### src/rtl/ttkt_pkg.sv
// Shared widths, register indexes and reset values for the thresholded top-K tracker.
// No dependencies; the tracker and its checker both import this package.
package ttkt_pkg;

  localparam int unsigned SCORE_W  = 16;
  localparam int unsigned OFF_W    = 10;
  localparam int unsigned DAY_W    = 48;
  localparam int unsigned RANK_W   = 3;
  localparam int unsigned FOUND_W  = 4;
  localparam int unsigned FRAC_W   = 16;
  localparam int unsigned CFG_IDX_W = 1;

  // Register indexes of the configuration port.
  localparam logic [CFG_IDX_W-1:0] CFG_START_DAY = 1'd0;
  localparam logic [CFG_IDX_W-1:0] CFG_THRESHOLD = 1'd1;

  // 0.05 as a 16-bit fraction, rounded to nearest.
  localparam logic [SCORE_W-1:0] THRESH_RESET = 16'd3277;

  // One list entry as held in the entry RAM.
  typedef struct packed {
    logic [SCORE_W-1:0] score;
    logic [OFF_W-1:0]   offset;
  } entry_t;

  localparam int unsigned ENTRY_W = SCORE_W + OFF_W;

endpackage

### src/rtl/ttkt_ram.sv
// Generic single-port-write, single-port-read RAM with registered read data.
// No dependencies; used for the tracker's entry list.
module ttkt_ram #(
  parameter int unsigned WIDTH = 26,
  parameter int unsigned DEPTH = 8,
  localparam int unsigned AW = (DEPTH > 1) ? $clog2(DEPTH) : 1
) (
  input  logic             clk_i,
  input  logic             we_i,
  input  logic [AW-1:0]    waddr_i,
  input  logic [WIDTH-1:0] wdata_i,
  input  logic [AW-1:0]    raddr_i,
  output logic [WIDTH-1:0] rdata_o
);

  logic [WIDTH-1:0] mem_q [DEPTH];
  logic [WIDTH-1:0] rdata_q;

  always_ff @(posedge clk_i) begin
    if (we_i) begin
      mem_q[waddr_i] <= wdata_i;
    end
    rdata_q <= mem_q[raddr_i];
  end

  assign rdata_o = rdata_q;

endmodule

### src/rtl/thresholded_top_k_tracker.sv
// Thresholded top-K day tracker: keeps the best scoring days of a scan, sorted.
// Depends on ttkt_pkg and on ttkt_ram, which holds the sorted entry list.
//
// Usage: each input item carries the score of the next day (days count from 1)
// and a final_day flag, moved with in_valid_i/in_ready_o. Days scoring below
// score_threshold, or numbered past MAX_DAYS, are not kept. Kept days sit in a
// list of LIST_DEPTH entries in descending score order; ties go behind earlier
// equal scores, and a full list drops a day that does not beat its last entry.
// The item with final_day set is processed first, then the list is read out on
// out_valid_o/out_ready_i, one result per entry from rank 0 (or one empty
// marker), and the list and day count clear for the next scan.
// Timing: after acceptance, a kept day walks the list from its tail with a single
// compare-and-shift step per cycle. A readout reads each entry from the RAM, then
// loads it into the output register. in_ready_o is high only when idle.
// A finished result waits in the output register while out_ready_i is low; the
// readout holds until it is taken. Reset empties the list, sets the day count
// to 1, start_day to 0 and score_threshold to 0.05. The RAM needs no clearing.
module thresholded_top_k_tracker
  import ttkt_pkg::*;
#(
  parameter int unsigned LIST_DEPTH = 8,
  parameter int unsigned MAX_DAYS   = 512
) (
  input  logic                 clk_i,
  input  logic                 rst_ni,
  input  logic                 cfg_we_i,
  input  logic [CFG_IDX_W-1:0] cfg_idx_i,
  input  logic [DAY_W-1:0]     cfg_wdata_i,
  input  logic                 in_valid_i,
  output logic                 in_ready_o,
  input  logic [SCORE_W-1:0]   score_i,
  input  logic                 final_day_i,
  output logic                 out_valid_o,
  input  logic                 out_ready_i,
  output logic [RANK_W-1:0]    rank_o,
  output logic [OFF_W-1:0]     offset_days_o,
  output logic [DAY_W-1:0]     event_day_o,
  output logic [SCORE_W-1:0]   entry_score_o,
  output logic                 entry_valid_o,
  output logic [FOUND_W-1:0]   found_count_o,
  output logic                 last_entry_o
);

  localparam int unsigned IDXW = (LIST_DEPTH > 1) ? $clog2(LIST_DEPTH) : 1;
  localparam int unsigned CNTW = $clog2(LIST_DEPTH + 1);
  localparam int unsigned DAYW = $clog2(MAX_DAYS + 2);
  localparam logic [IDXW-1:0] LAST_POS = IDXW'(LIST_DEPTH - 1);

  typedef enum logic [2:0] {
    S_IDLE,
    S_SCAN,
    S_PUT,
    S_EMIT_RD,
    S_EMIT_LD,
    S_EMPTY
  } state_e;

  state_e state_q, state_d;
  logic [CNTW-1:0]    cnt_q, cnt_d;
  logic [DAYW-1:0]    day_q, day_d;
  logic [IDXW-1:0]    idx_q, idx_d;
  logic [SCORE_W-1:0] sc_q, sc_d;
  logic [OFF_W-1:0]   off_q, off_d;
  logic               fin_q, fin_d;
  logic [DAY_W-1:0]   start_day_q, start_day_d;
  logic [SCORE_W-1:0] thr_q, thr_d;

  logic               out_valid_q, out_valid_d;
  logic [RANK_W-1:0]  rank_q, rank_d;
  logic [OFF_W-1:0]   out_off_q, out_off_d;
  logic [DAY_W-1:0]   event_q, event_d;
  logic [SCORE_W-1:0] out_sc_q, out_sc_d;
  logic               ent_valid_q, ent_valid_d;
  logic [FOUND_W-1:0] found_q, found_d;
  logic               last_q, last_d;

  logic               ram_we;
  logic [IDXW-1:0]    ram_waddr;
  entry_t             ram_wdata;
  logic [IDXW-1:0]    ram_raddr;
  entry_t             ram_rdata;

  logic               in_accept;
  logic               in_range;
  logic               keep;
  logic               beats;
  logic               out_free;
  logic [IDXW-1:0]    tail_idx;
  entry_t             new_entry;
  state_e             done_state;

  ttkt_ram #(
    .WIDTH (ENTRY_W),
    .DEPTH (LIST_DEPTH)
  ) u_list_ram (
    .clk_i   (clk_i),
    .we_i    (ram_we),
    .waddr_i (ram_waddr),
    .wdata_i (ram_wdata),
    .raddr_i (ram_raddr),
    .rdata_o (ram_rdata)
  );

  assign in_ready_o = (state_q == S_IDLE);
  assign in_accept  = in_valid_i && in_ready_o;
  assign in_range   = (day_q <= DAYW'(MAX_DAYS));
  assign keep       = in_range && (score_i >= thr_q);
  assign beats      = (sc_q > ram_rdata.score);
  assign out_free   = !out_valid_q || out_ready_i;
  assign tail_idx   = IDXW'(cnt_q - CNTW'(1));
  assign new_entry  = '{score: sc_q, offset: off_q};
  assign done_state = fin_q ? S_EMIT_RD : S_IDLE;

  always_comb begin
    state_d     = state_q;
    cnt_d       = cnt_q;
    day_d       = day_q;
    idx_d       = idx_q;
    sc_d        = sc_q;
    off_d       = off_q;
    fin_d       = fin_q;
    start_day_d = start_day_q;
    thr_d       = thr_q;
    out_valid_d = out_valid_q && !out_ready_i;
    rank_d      = rank_q;
    out_off_d   = out_off_q;
    event_d     = event_q;
    out_sc_d    = out_sc_q;
    ent_valid_d = ent_valid_q;
    found_d     = found_q;
    last_d      = last_q;
    ram_we      = 1'b0;
    ram_waddr   = IDXW'(idx_q + IDXW'(1));
    ram_wdata   = ram_rdata;
    ram_raddr   = idx_q;

    if (cfg_we_i) begin
      unique case (cfg_idx_i)
        CFG_START_DAY: start_day_d = cfg_wdata_i;
        CFG_THRESHOLD: thr_d = cfg_wdata_i[SCORE_W-1:0];
        default: ;
      endcase
    end

    unique case (state_q)
      S_IDLE: begin
        // Prefetch the tail entry so the scan can compare in its first cycle.
        ram_raddr = tail_idx;
        if (in_accept) begin
          sc_d  = score_i;
          off_d = OFF_W'(day_q);
          fin_d = final_day_i;
          if (in_range) begin
            day_d = DAYW'(day_q + DAYW'(1));
          end
          if (keep) begin
            if (cnt_q == '0) begin
              idx_d   = '0;
              state_d = S_PUT;
            end else begin
              idx_d   = tail_idx;
              state_d = S_SCAN;
            end
          end else if (final_day_i) begin
            idx_d   = '0;
            state_d = (cnt_q == '0) ? S_EMPTY : S_EMIT_RD;
          end
        end
      end
      S_SCAN: begin
        // Compare against entry idx while the entry above it is being read.
        ram_raddr = IDXW'(idx_q - IDXW'(1));
        if (beats) begin
          // Shift the entry down one place; the last one falls off a full list.
          ram_we = (idx_q != LAST_POS);
          if (idx_q == '0) begin
            state_d = S_PUT;
          end else begin
            idx_d = IDXW'(idx_q - IDXW'(1));
          end
        end else begin
          if (idx_q != LAST_POS) begin
            ram_we    = 1'b1;
            ram_wdata = new_entry;
            if (cnt_q != CNTW'(LIST_DEPTH)) begin
              cnt_d = CNTW'(cnt_q + CNTW'(1));
            end
          end
          idx_d   = '0;
          state_d = done_state;
        end
      end
      S_PUT: begin
        ram_we    = 1'b1;
        ram_waddr = idx_q;
        ram_wdata = new_entry;
        if (cnt_q != CNTW'(LIST_DEPTH)) begin
          cnt_d = CNTW'(cnt_q + CNTW'(1));
        end
        idx_d   = '0;
        state_d = done_state;
      end
      S_EMIT_RD: begin
        state_d = S_EMIT_LD;
      end
      S_EMIT_LD: begin
        if (out_free) begin
          out_valid_d = 1'b1;
          rank_d      = RANK_W'(idx_q);
          out_off_d   = ram_rdata.offset;
          event_d     = DAY_W'(start_day_q + {DAY_W'(ram_rdata.offset), FRAC_W'(0)});
          out_sc_d    = ram_rdata.score;
          ent_valid_d = 1'b1;
          found_d     = FOUND_W'(cnt_q);
          last_d      = (idx_q == tail_idx);
          if (idx_q == tail_idx) begin
            cnt_d   = '0;
            day_d   = DAYW'(1);
            idx_d   = '0;
            state_d = S_IDLE;
          end else begin
            idx_d   = IDXW'(idx_q + IDXW'(1));
            state_d = S_EMIT_RD;
          end
        end
      end
      S_EMPTY: begin
        if (out_free) begin
          out_valid_d = 1'b1;
          rank_d      = '0;
          out_off_d   = '0;
          event_d     = '0;
          out_sc_d    = '0;
          ent_valid_d = 1'b0;
          found_d     = '0;
          last_d      = 1'b1;
          day_d       = DAYW'(1);
          state_d     = S_IDLE;
        end
      end
      default: state_d = S_IDLE;
    endcase
  end

  always_ff @(posedge clk_i or negedge rst_ni) begin
    if (!rst_ni) begin
      state_q     <= S_IDLE;
      cnt_q       <= '0;
      day_q       <= DAYW'(1);
      idx_q       <= '0;
      fin_q       <= 1'b0;
      start_day_q <= '0;
      thr_q       <= THRESH_RESET;
      out_valid_q <= 1'b0;
    end else begin
      state_q     <= state_d;
      cnt_q       <= cnt_d;
      day_q       <= day_d;
      idx_q       <= idx_d;
      fin_q       <= fin_d;
      start_day_q <= start_day_d;
      thr_q       <= thr_d;
      out_valid_q <= out_valid_d;
    end
  end

  always_ff @(posedge clk_i) begin
    sc_q        <= sc_d;
    off_q       <= off_d;
    rank_q      <= rank_d;
    out_off_q   <= out_off_d;
    event_q     <= event_d;
    out_sc_q    <= out_sc_d;
    ent_valid_q <= ent_valid_d;
    found_q     <= found_d;
    last_q      <= last_d;
  end

  assign out_valid_o   = out_valid_q;
  assign rank_o        = rank_q;
  assign offset_days_o = out_off_q;
  assign event_day_o   = event_q;
  assign entry_score_o = out_sc_q;
  assign entry_valid_o = ent_valid_q;
  assign found_count_o = found_q;
  assign last_entry_o  = last_q;

endmodule

### config.mk
export PLATFORM = sky130hd
export DESIGN_NAME = thresholded_top_k_tracker
export DESIGN_NICKNAME = d
export VERILOG_FILES = /design/src/rtl/ttkt_pkg.sv /design/src/rtl/ttkt_ram.sv /design/src/rtl/thresholded_top_k_tracker.sv
export SDC_FILE = /design/constraint.sdc
export NUM_CORES = 1
export LEC_CHECK = 0
export BUFFER_PORTS_ARGS = -buffer_cell sky130_fd_sc_hd__buf_4
export CORE_MARGIN = 2
export CORE_UTILIZATION = 64
export DETAILED_ROUTE_END_ITERATION = 10
export PLACE_DENSITY = 0.94
export SYNTH_ARGS = -nofsm -noshare
export SYNTH_HDL_FRONTEND = slang
export SYNTH_SLANG_ARGS = --single-unit
### constraint.sdc
create_clock -name clk_i -period 9.6 [get_ports clk_i]
set_input_delay 0.96 -clock clk_i [delete_from_list [all_inputs] [get_ports clk_i]]
set_output_delay 0.96 -clock clk_i [all_outputs]
set_load 0.01 [all_outputs]
; After elaboration in Yosys (flattened, before gate mapping)
; Memory sizes are Yosys's and may differ from the RTL's. A register that Yosys moved wholly into a read port is not among the register bits.
; Index checks and enable logic that the tools add are counted.
[word_totals]
out_inout_bits = 85
in_bits = 71
mem_count = 1
mem_bits_ro = 0
ramBits = 208
register_bits = 195
latch_bits = 0
[memory_table]
columns = memory, words, width, rd, rd_ports_with_merged_regs, wr, line
row1 = u_list_ram.mem_q, 8, 26, 1, 1, 1, ttkt_ram.sv:16  ; logic [WIDTH-1:0] mem_q [DEPTH];
[classes]
shifts = 0
mux = 64
div_mod_pow = 0
n_mul = 0
addsub = 6
n_lt_le_gt_ge = 3
n_eq_ne = 18
reduce_logical = 22
bitwise = 1
[ops]
columns = operator, n
row1 = two-way mux 48 bit, 2
row2 = case mux 48 bit (2 select lines), 1
row3 = two-way mux 10 bit, 7
row4 = two-way mux 3 bit, 18
row5 = two-way mux 26 bit, 2
row6 = case mux 26 bit (2 select lines), 1
row7 = adder 48 x 26 -> 48 bit, 1
row8 = two-way mux 16 bit, 2
row9 = case mux 16 bit (2 select lines), 1
row10 = case mux 10 bit (3 select lines), 1
row11 = two-way mux 4 bit, 7
row12 = case mux 10 bit (2 select lines), 1
row13 = case mux 3 bit (6 select lines), 1
row14 = >= comparator 16 bit, 1
row15 = > comparator 16 bit, 1
row16 = AND reduction 5 bit, 3
row17 = case mux 3 bit (2 select lines), 2
row18 = case mux 3 bit (4 select lines), 1
row19 = case mux 4 bit (3 select lines), 1
row20 = "adder 10 x 1 -> 10 bit, second input constant", 1
row21 = "<= comparator 10 bit, second input constant", 1
row22 = "!= test 2 bit, second input constant", 5
row23 = two-way mux 1 bit, 9
row24 = "!= test 3 bit, second input constant", 3
row25 = 26 further kinds, 41

; Longest topological paths before layout
; Gate-level depths: netlist of the first run.
[depth]
depth_word = 6
depth_mapped = 12
mapped_depth_nobuf = 12

; Hierarchy
; Synthesis of the first run repeated with hierarchy kept, for this count alone.
[hier_totals]
hier_cells = 1146
hier_area_um2 = 18298.8
[by_module_without_submodules]
columns = module, instances, cells_per_inst, seq_area_each_um2, area_each_um2
row1 = thresholded_top_k_tracker, 1, 806, 5435.2, 9735.6
row2 = ttkt_ram, 1, 340, 6766.5, 8563.2

; Worst setup path after synthesis of the first run
; OpenSTA, ideal clock, no wires.
[synth_path]
path_kind = in2reg
startpoint = input port out_ready_i
endpoint = register out_sc_q[0], in the netlist entry_score_o[0] (enable)
setup_time_ns = 0.525
path_slack_ns = 4.585
t_arrival_ns = 4.490
path_stages = 2
t_required_ns = 9.075
path_cell_list = nor2b_1 > nor2_1
[synth_between]
elab_chain_cells = 3
word_cells_on_any_way = 4
cone_classes = 2 x eq/ne / 2 x reduce/logical
[synth_lines]
columns = element, line
row1 = from (decl), thresholded_top_k_tracker.sv:34  ; input logic out_ready_i,
row2 = logical OR 1 bit *, thresholded_top_k_tracker.sv:109  ; assign out_free = !out_valid_q || out_ready_i;
row3 = != test 2 bit (no source line), n/a
row4 = AND reduction 3 bit (no source line) *, n/a
row5 = to (signal assigned), thresholded_top_k_tracker.sv:273  ; out_sc_q <= out_sc_d;
row6 = to (decl), thresholded_top_k_tracker.sv:72  ; logic [SCORE_W-1:0] out_sc_q, out_sc_d;
; Mark *: on every way between the ends. The rest lies on a longest branch, timed or not.
; A chain may end at the register's enable or synchronous reset.

; Final worst setup path of the first run
[layout_path]
startpoint = register cnt_q[0]
endpoint = register cnt_q[2]
[layout_between]
elab_chain_cells = 5
word_cells_on_any_way = 10
cone_classes = 2 x add/sub / 3 x eq/ne / 4 x mux / 1 x reduce/logical
[layout_lines]
columns = element, line
row1 = from (decl), thresholded_top_k_tracker.sv:59  ; logic [CNTW-1:0] cnt_q, cnt_d;
row2 = from (signal assigned), thresholded_top_k_tracker.sv:257  ; cnt_q <= cnt_d;
row3 = adder 4 x 1 -> 4 bit / != test 4 bit (equally long branches), n/a
row4 = two-way mux 4 bit, "thresholded_top_k_tracker.sv:185, thresholded_top_k_tracker.sv:197"
row5 = two-way mux 4 bit, thresholded_top_k_tracker.sv:182  ; if (idx_q != LAST_POS) begin
row6 = two-way mux 4 bit, thresholded_top_k_tracker.sv:173  ; if (beats) begin
row7 = case mux 4 bit (3 select lines), thresholded_top_k_tracker.sv:145  ; unique case (state_q)
; Several ways; a longest one is shown, not always the timed one. The select of a mux whose other input is x is not followed.

==> metrics.md, run 1 <==
| Metric | Value |
|---|---|
| Status | complete, no violations |
| Sink Count | 429 |
| Met3 Use GR | 0.05789 |
| Clock Latency Late Sink | 0.54 ns |
| Maxcap violations | 0 |
| Final Skew | 0.01693 ns |
| Layout fillers | 1405 |
| # port buffers | 155 |
| Ys async rst share | 0.2005 |
| Setup Viol. Count Final | 0 |
| # resized after CTS | 0 |
| Final core area utilization | 0.7578 |
| Nets@finish | 1744 |
| Vias in the first global route | 13470 |
| Cell count after synthesis | 1475 |
| Worst path required time | 10.01 ns |
| Placed cell area | 0.01992 mm2 |
| Register area share after synthesis | 0.6658 |
| EDFF count, synth | 317 |
| Hpwl dp | 28.04 mm |
| Tmin final | 3.590 ns |
| CTS clk-pin slew, worst paths | 0.06 ns |
| Synthesized Nets | 1599 |
| First DRT Iteration DRCs | 2053 |
| Via Count | 13200 |
| Count of cell types in the netlist | 63 |
| Leak | 8.342 nW |
| Critical path origin | cnt_q[0] |
| Core area | 0.02801 mm2 |
| Synth Warn # | 0 |
| Slew @ Worst Pin | 1.167 ns |
| Hold WS | 0.2240 ns |
| Design Area, Final | 0.02123 mm2 |
| Die Span X | 173.2 um |
| Total die area | 0.03001 mm2 |
| Max Clk Rate | 278.6 MHz |
| Antenna-violating nets left | 0 |
| CP cell instances | inv_1, ha_1, xor2_1, nor2_1, nor3b_1, nor2_1, a21oi_1, nor2b_1, o21ai_0, o2bb2ai_1 |
| Largest net degree at the start of global routing | 84 |
| Delay-heaviest family, CP | simple AND/OR/NAND/NOR gates |
| Number of iterations in the first detailed-routing pass | 6 |
| # H-tree levels | 2 |
| CTS Buf Count | 40 |
| GP Congestion | 0.9258 |
| Slowest-stage cell, CP | nor3b_1 |
| GRT busiest layer | met2 |
| Reg2reg start | cnt_q[0] |
| Initial Utilization | 0.6543 |
| PwrDens | 378.0 mW/mm2 |
| Final hold viol count | 0 |
| Share of cells above drive strength 1 | 0.2097 |
| GRT met2 Usage | 0.5235 |
| Total Routed Length | 48.48 mm |
| Synth Register Bits | 429 |
| CTS tree | done |
| Hold buffers post-CTS | 0 |
| Synth-to-Final Area Change | 15.82% |
| CP max FO | 6 |
| Vias/cell | 6.506 |
| Setup Total Neg Slack | 0 ns |
| Most frequent cell on the critical path | nor2_1 |
| GRT Total Usage | 0.3246 |
| Unrepaired setup endpoints after global routing | no |
| Placed cells | 1956 |
| Final Max Tran Viols | 0 |
| GRT overflow | 0 |
| Slew HR | 0.2217 |
| CTS root buf | clkbuf_16 |
| Post-synth top flop | edfxtp_1 |
| Peak supply drop | 0.4986 mV |
| Syn Area/Cell | 12.43 um2 |
| Worst Path Buf+Inv | 1 |
| Initial antenna violation count | 1 |
| Met1 usage | 0.4171 |
| Tcrit/Tclk final | 0.3739 |
| Number of inserted diodes | 0 |
| Setup Buffers After CTS | 0 |
| Worst setup EP type | flop |
| CP Launch Type | flop |
| Fin cells | 2028 |
| Global-route wire length before repair | 75.20 mm |
| DRC violations left | 0 |
| I/O pins | 156 |
| Die Ht | 173.2 um |
| CTS max path bufs | 3 |
| Mapped cell area | 0.01833 mm2 |
| CP peak stage delay | 0.49 ns |
| Worst min path class | primary input to async pin |
| WS Path Type | flop to flop |
| Routed WL per cell | 23.91 um |
| Critical Path AT | 4.00 ns |
| FP Rows | 61 |
-- sequential cells by signal (all words and copies together) (netlist names), 3 cells and up --
name / cells
u_list_ram.mem_q: 208
u_list_ram.rdata_o: 26
event_day_o: 48
thr_q: 16
rank_o: 3
sc_q: 16
cnt_q: 4
start_day_q: 48
offset_days_o: 10
state_q: 3
found_count_o: 4
day_q: 10
entry_score_o: 16
idx_q: 3
off_q: 10
-- power breakdown --
group          internal (mW)  leakage (nW)  switching [mW]
Clock                  0.912         0.642           0.674
Combinational           1.08          3.57            2.25
Sequential              2.82          4.13           0.284
-- stage by stage --
step                      power [mW]  setup slack [ns]
after floorplan                5.216             4.585
after global placement         6.020             6.262
after detailed placement       6.247             6.194
after CTS                      7.917             6.137
after global routing           8.375             5.866
final                          8.023             6.010
-- path summary, 6_finish.rpt --
path,endpoint,slack [ns],depth (start not counted)
worst max-delay path,cnt_q[2],6.01,10
worst min-delay path,start_day_q[20],0.22,1
worst max register to register,cnt_q[2],6.01,10
worst min register to register,start_day_q[13],0.50,1
max in group asynchronous,start_day_q[0],8.11,2
min in group clk_i,start_day_q[13],0.50,1
-- cell usage after synthesis, drive strengths merged (2+ instances only) --
cell / n / area, um2
nor2: 89 / 341.6
nand3: 147 / 735.7
o211ai: 3 / 27.52
or3: 7 / 48.80
o2111ai: 3 / 26.28
edfxtp: 317 / 9519
a21boi: 2 / 15.01
nor3b: 5 / 37.54
dfstp: 8 / 210.2
and4: 4 / 35.03
and2: 35 / 219.0
nor4: 3 / 18.77
inv: 54 / 202.7
clkinv: 2 / 7.510
o21ai: 58 / 294.0
a21o: 8 / 60.06
o21bai: 3 / 26.27
dfrtp: 78 / 1952
o31a: 2 / 17.52
dfxtp: 26 / 520.5
nor2b: 11 / 68.82
nand4: 9 / 56.30
nand2: 282 / 1061
xnor2: 16 / 140.1
a31oi: 6 / 37.54
mux2: 88 / 1066
nand3b: 2 / 15.01
a32oi: 2 / 17.52
o21a: 3 / 22.52
nand2b: 5 / 33.78
o2bb2ai: 2 / 17.52
o32ai: 2 / 17.52
or2: 3 / 18.77
clkbuf: 50 / 187.7
o221ai: 2 / 17.52
xor2: 18 / 157.7
buf: 11 / 58.81
mux2i: 6 / 60.06
nor3: 13 / 65.06
a21oi: 28 / 143.9
ha: 52 / 650.6
-- layout by cell type, fill, tap and decap left out, drive strengths merged, types with 18 or more instances in the layout --
cell type  count
edfxtp       317
nand2        282
buf          164
nand3        147
nor2          89
mux2          88
dfrtp         78
o21ai         58
inv           55
clkbuf        53
ha            52
and2          35
a21oi         28
dfxtp         26
xor2          18
-- area by class of cell --
cell class | instances | area, um2 | area share
Timing Repair Buffer | 164 | 1231 | 0.05800
Inverter | 56 | 210.2 | 0.009903
Multi-Input combinational cell | 929 | 5808 | 0.2736
Tap cell | 378 | 473.0 | 0.02228
Sequential cell | 429 | 12200 | 0.5748
Clock inverter | 19 | 170.2 | 0.008016
Clock buffer | 53 | 1132 | 0.05335
-- routing by layer --
| metal | vias to the layer above | part of all wire |
|---|---|---|
| met3 | 238 | 0.10 |
| met2 | 1053 | 0.48 |
| met1 | 6394 | 0.35 |
| li1 | 5510 | - |
| met5 | - | 0 |
| met4 | 0 | 0.061 |
-- worst reg2reg max path, cell delays in order (launching register included) --
cell and delay, ns:
dfrtp_1 0.44, inv_1 0.20, ha_1 0.28, xor2_1 0.43, nor2_1 0.08, nor3b_1 0.49, nor2_1 0.27, a21oi_1 0.43
nor2b_1 0.48, o21ai_0 0.21, o2bb2ai_1 0.17
-- cell families (layout without fill, tap and decap cells) --
family | after synthesis | count (layout) | synth area share
fa+ha+maj | 53 | 53 | 0.03659
buf+inv | 117 | 292 | 0.02492
flops | 429 | 429 | 0.6658
compound gates | 131 | 131 | 0.04383
mux | 94 | 94 | 0.06144
xor+xnor | 34 | 34 | 0.01625
simple gates | 617 | 617 | 0.1512
No activity file was read; power rests on OpenSTA's default activity.
==> run 2, diff against run 1 <==
--- a/config.mk
+++ b/config.mk
@@ -7,9 +7,9 @@
 export LEC_CHECK = 0
 export BUFFER_PORTS_ARGS = -buffer_cell sky130_fd_sc_hd__buf_4
 export CORE_MARGIN = 2
-export CORE_UTILIZATION = 64
+export CORE_UTILIZATION = 60
 export DETAILED_ROUTE_END_ITERATION = 10
-export PLACE_DENSITY = 0.94
+export PLACE_DENSITY = 0.89
 export SYNTH_ARGS = -nofsm -noshare
 export SYNTH_HDL_FRONTEND = slang
 export SYNTH_SLANG_ARGS = --single-unit
==> constraint.sdc (replaced) <==
create_clock -name clk_i -period 3.7 [get_ports clk_i]
set_input_delay 0.37 -clock clk_i [delete_from_list [all_inputs] [get_ports clk_i]]
set_output_delay 0.37 -clock clk_i [all_outputs]
set_load 0.01 [all_outputs]
==> run 2 against run 1 <==
The flow now finishes with violations (hold timing); sequential cell count stayed put; via count is 1.8% lower; final area is 1.3% higher; count of clock-buffer cells in the layout is 3 higher; register-to-register slack worse by 5.6 ns; first-iteration DRC count is 21% lower.
==> metrics.md, run 2 (synthesis results as in run 1) <==
| Metric | Value |
|---|---|
| GP Congestion | 0.9431 |
| Clock Latency Late Sink | 0.54 ns |
| FP Rows | 63 |
| # resized after CTS | 0 |
| Status | finished, violations left |
| CP Launch Type | flop |
| R2r endpoint | event_day_o[46] |
| Number of iterations in the first detailed-routing pass | 6 |
| Tmin final | 3.295 ns |
| Largest net degree at the start of global routing | 84 |
| Vias/cell | 6.296 |
| Vias in the first global route | 12950 |
| Slowest-stage cell, CP | nor2_1 |
| Top reg by flops | u_list_ram.mem_q |
| Hold buffers post-CTS | 0 |
| Die Ht | 178.8 um |
| Die Span X | 178.8 um |
| Global-route wire length before repair | 71.12 mm |
| CTS root buf | clkbuf_16 |
| Setup Total Neg Slack | 0 ns |
| Setup Viol. Count Final | 0 |
| Design Area, Final | 0.02149 mm2 |
| Placed cells | 1981 |
| I/O pins | 156 |
| Critical Path AT | 3.56 ns |
| Slew HR | 0.3002 |
| Final hold viol count | 14 |
| Total die area | 0.03196 mm2 |
| Failing checks | hold timing |
| Synth-to-Final Area Change | 17.27% |
| Fin cells | 2058 |
| Nets@finish | 1759 |
| Max FFs per register | 208 |
| Maxcap violations | 0 |
| Final Skew | 0.02168 ns |
| CP cell instances | ha_1, inv_1, fa_1, nor2b_1, o2111ai_1, a31oi_1, a31oi_1, nor2_1, nand4_1, xor2_1, nor2_1 |
| WS Path Type | flop to flop |
| Slew @ Worst Pin | 1.048 ns |
| GRT overflow | 0 |
| Most common cell after layout, fill and taps aside | edfxtp_1 |
| Hpwl dp | 28.30 mm |
| CTS clk-pin slew, worst paths | 0.06 ns |
| Tcrit/Tclk final | 0.8904 |
| Reg2reg start | u_list_ram.rdata_o[0] |
| Leak | 8.484 nW |
| Setup Buffers After CTS | 0 |
| Worst setup EP type | flop |
| Total power | 21.08 mW |
| Antenna-violating nets left | 0 |
| CP peak stage delay | 0.51 ns |
| Number of inserted diodes | 0 |
| Share of cells above drive strength 1 | 0.2182 |
| Routed WL per cell | 22.91 um |
| Final Max Tran Viols | 0 |
| Worst path required time | 3.96 ns |
| Most frequent cells in the layout | edfxtp_1, nand2_1, buf_4 |
| PwrDens | 980.9 mW/mm2 |
| Peak supply drop | 1.202 mV |
| Unrepaired setup endpoints after global routing | no |
| Hold WS | -0.01978 ns |
| Worst Path Buf+Inv | 1 |
| Total Routed Length | 47.15 mm |
| Initial Utilization | 0.6135 |
| CTS tree | done |
| Max Clk Rate | 303.5 MHz |
| First DRT Iteration DRCs | 1624 |
| # H-tree levels | 2 |
| Sink Count | 429 |
| CTS Buf Count | 42 |
| Placed cell area | 0.02009 mm2 |
| Worst min path class | primary input to async pin |
| # port buffers | 155 |
| Worst R2R Path Depth | 11 |
| Delay-heaviest family, CP | simple AND/OR/NAND/NOR gates |
| Final core area utilization | 0.7194 |
| CTS max path bufs | 3 |
| GRT Total Usage | 0.2951 |
| CP max FO | 7 |
| Core area | 0.02987 mm2 |
| Via Count | 12960 |
| DRC violations left | 0 |
| Setup slack, reg-to-reg | 0.41 ns |
| Initial antenna violation count | 3 |
==> run 2: worst max path at each step <==
stage	startpoint	endpoint	slack (ns)	cells past startpoint
4_1_cts	sc_q[15]	u_list_ram.mem_q[1][1]	0.52	9
6_report	u_list_ram.rdata_o[0]	event_day_o[46]	0.41	11
3_3_place_gp	sc_q[14]	u_list_ram.mem_q[4][23]	0.69	9
3_5_place_dp	sc_q[14]	u_list_ram.mem_q[5][1]	0.61	9
2_1_floorplan	state_q[2]	entry_score_o[0]	0.38	3
5_1_grt	u_list_ram.rdata_o[0]	event_day_o[46]	0.25	11
==> run 2: metrics by stage <==
stage | setup slack [ns] | hold slack (ns)
final | 0.4055 | -0.01978
after global routing | 0.2546 | 0.01926
after CTS | 0.5164 | 0.01713
after detailed placement | 0.6097 | 0.4873
after global placement | 0.6895 | 0.4689
after floorplan | 0.3846 | 0.07441
==> run 2: layer usage <==
layer / part of all wire / global-route usage / routed length (um) / up-vias
li1: - / - / - / 5549
met4: 0.042 / 0.1314 / 1964 / 0
met1: 0.36 / 0.3834 / 17140 / 6331
met5: 0 / 0 / 0 / -
met3: 0.11 / 0.05534 / 5034 / 161
met2: 0.49 / 0.4878 / 23010 / 916
==> run 2: layout make-up <==
| class | count | area [um2] |
|---|---|---|
| timing repair buffer | 177 | 1429 |
| clock buffer | 56 | 1145 |
| clock inverter | 21 | 259.0 |
| fill | 1678 | 8382 |
| sequential | 429 | 12200 |
| tap | 390 | 488.0 |
| multi-input combinational | 929 | 5761 |
| inverter | 56 | 210.2 |
==> run 2: power by group <==
part	total (mW)	internal, mW	switching, mW
sequential	7.95	7.30	0.645
clock	4.36	2.60	1.76
combinational	8.77	2.97	5.80
total	21.1	12.9	8.21
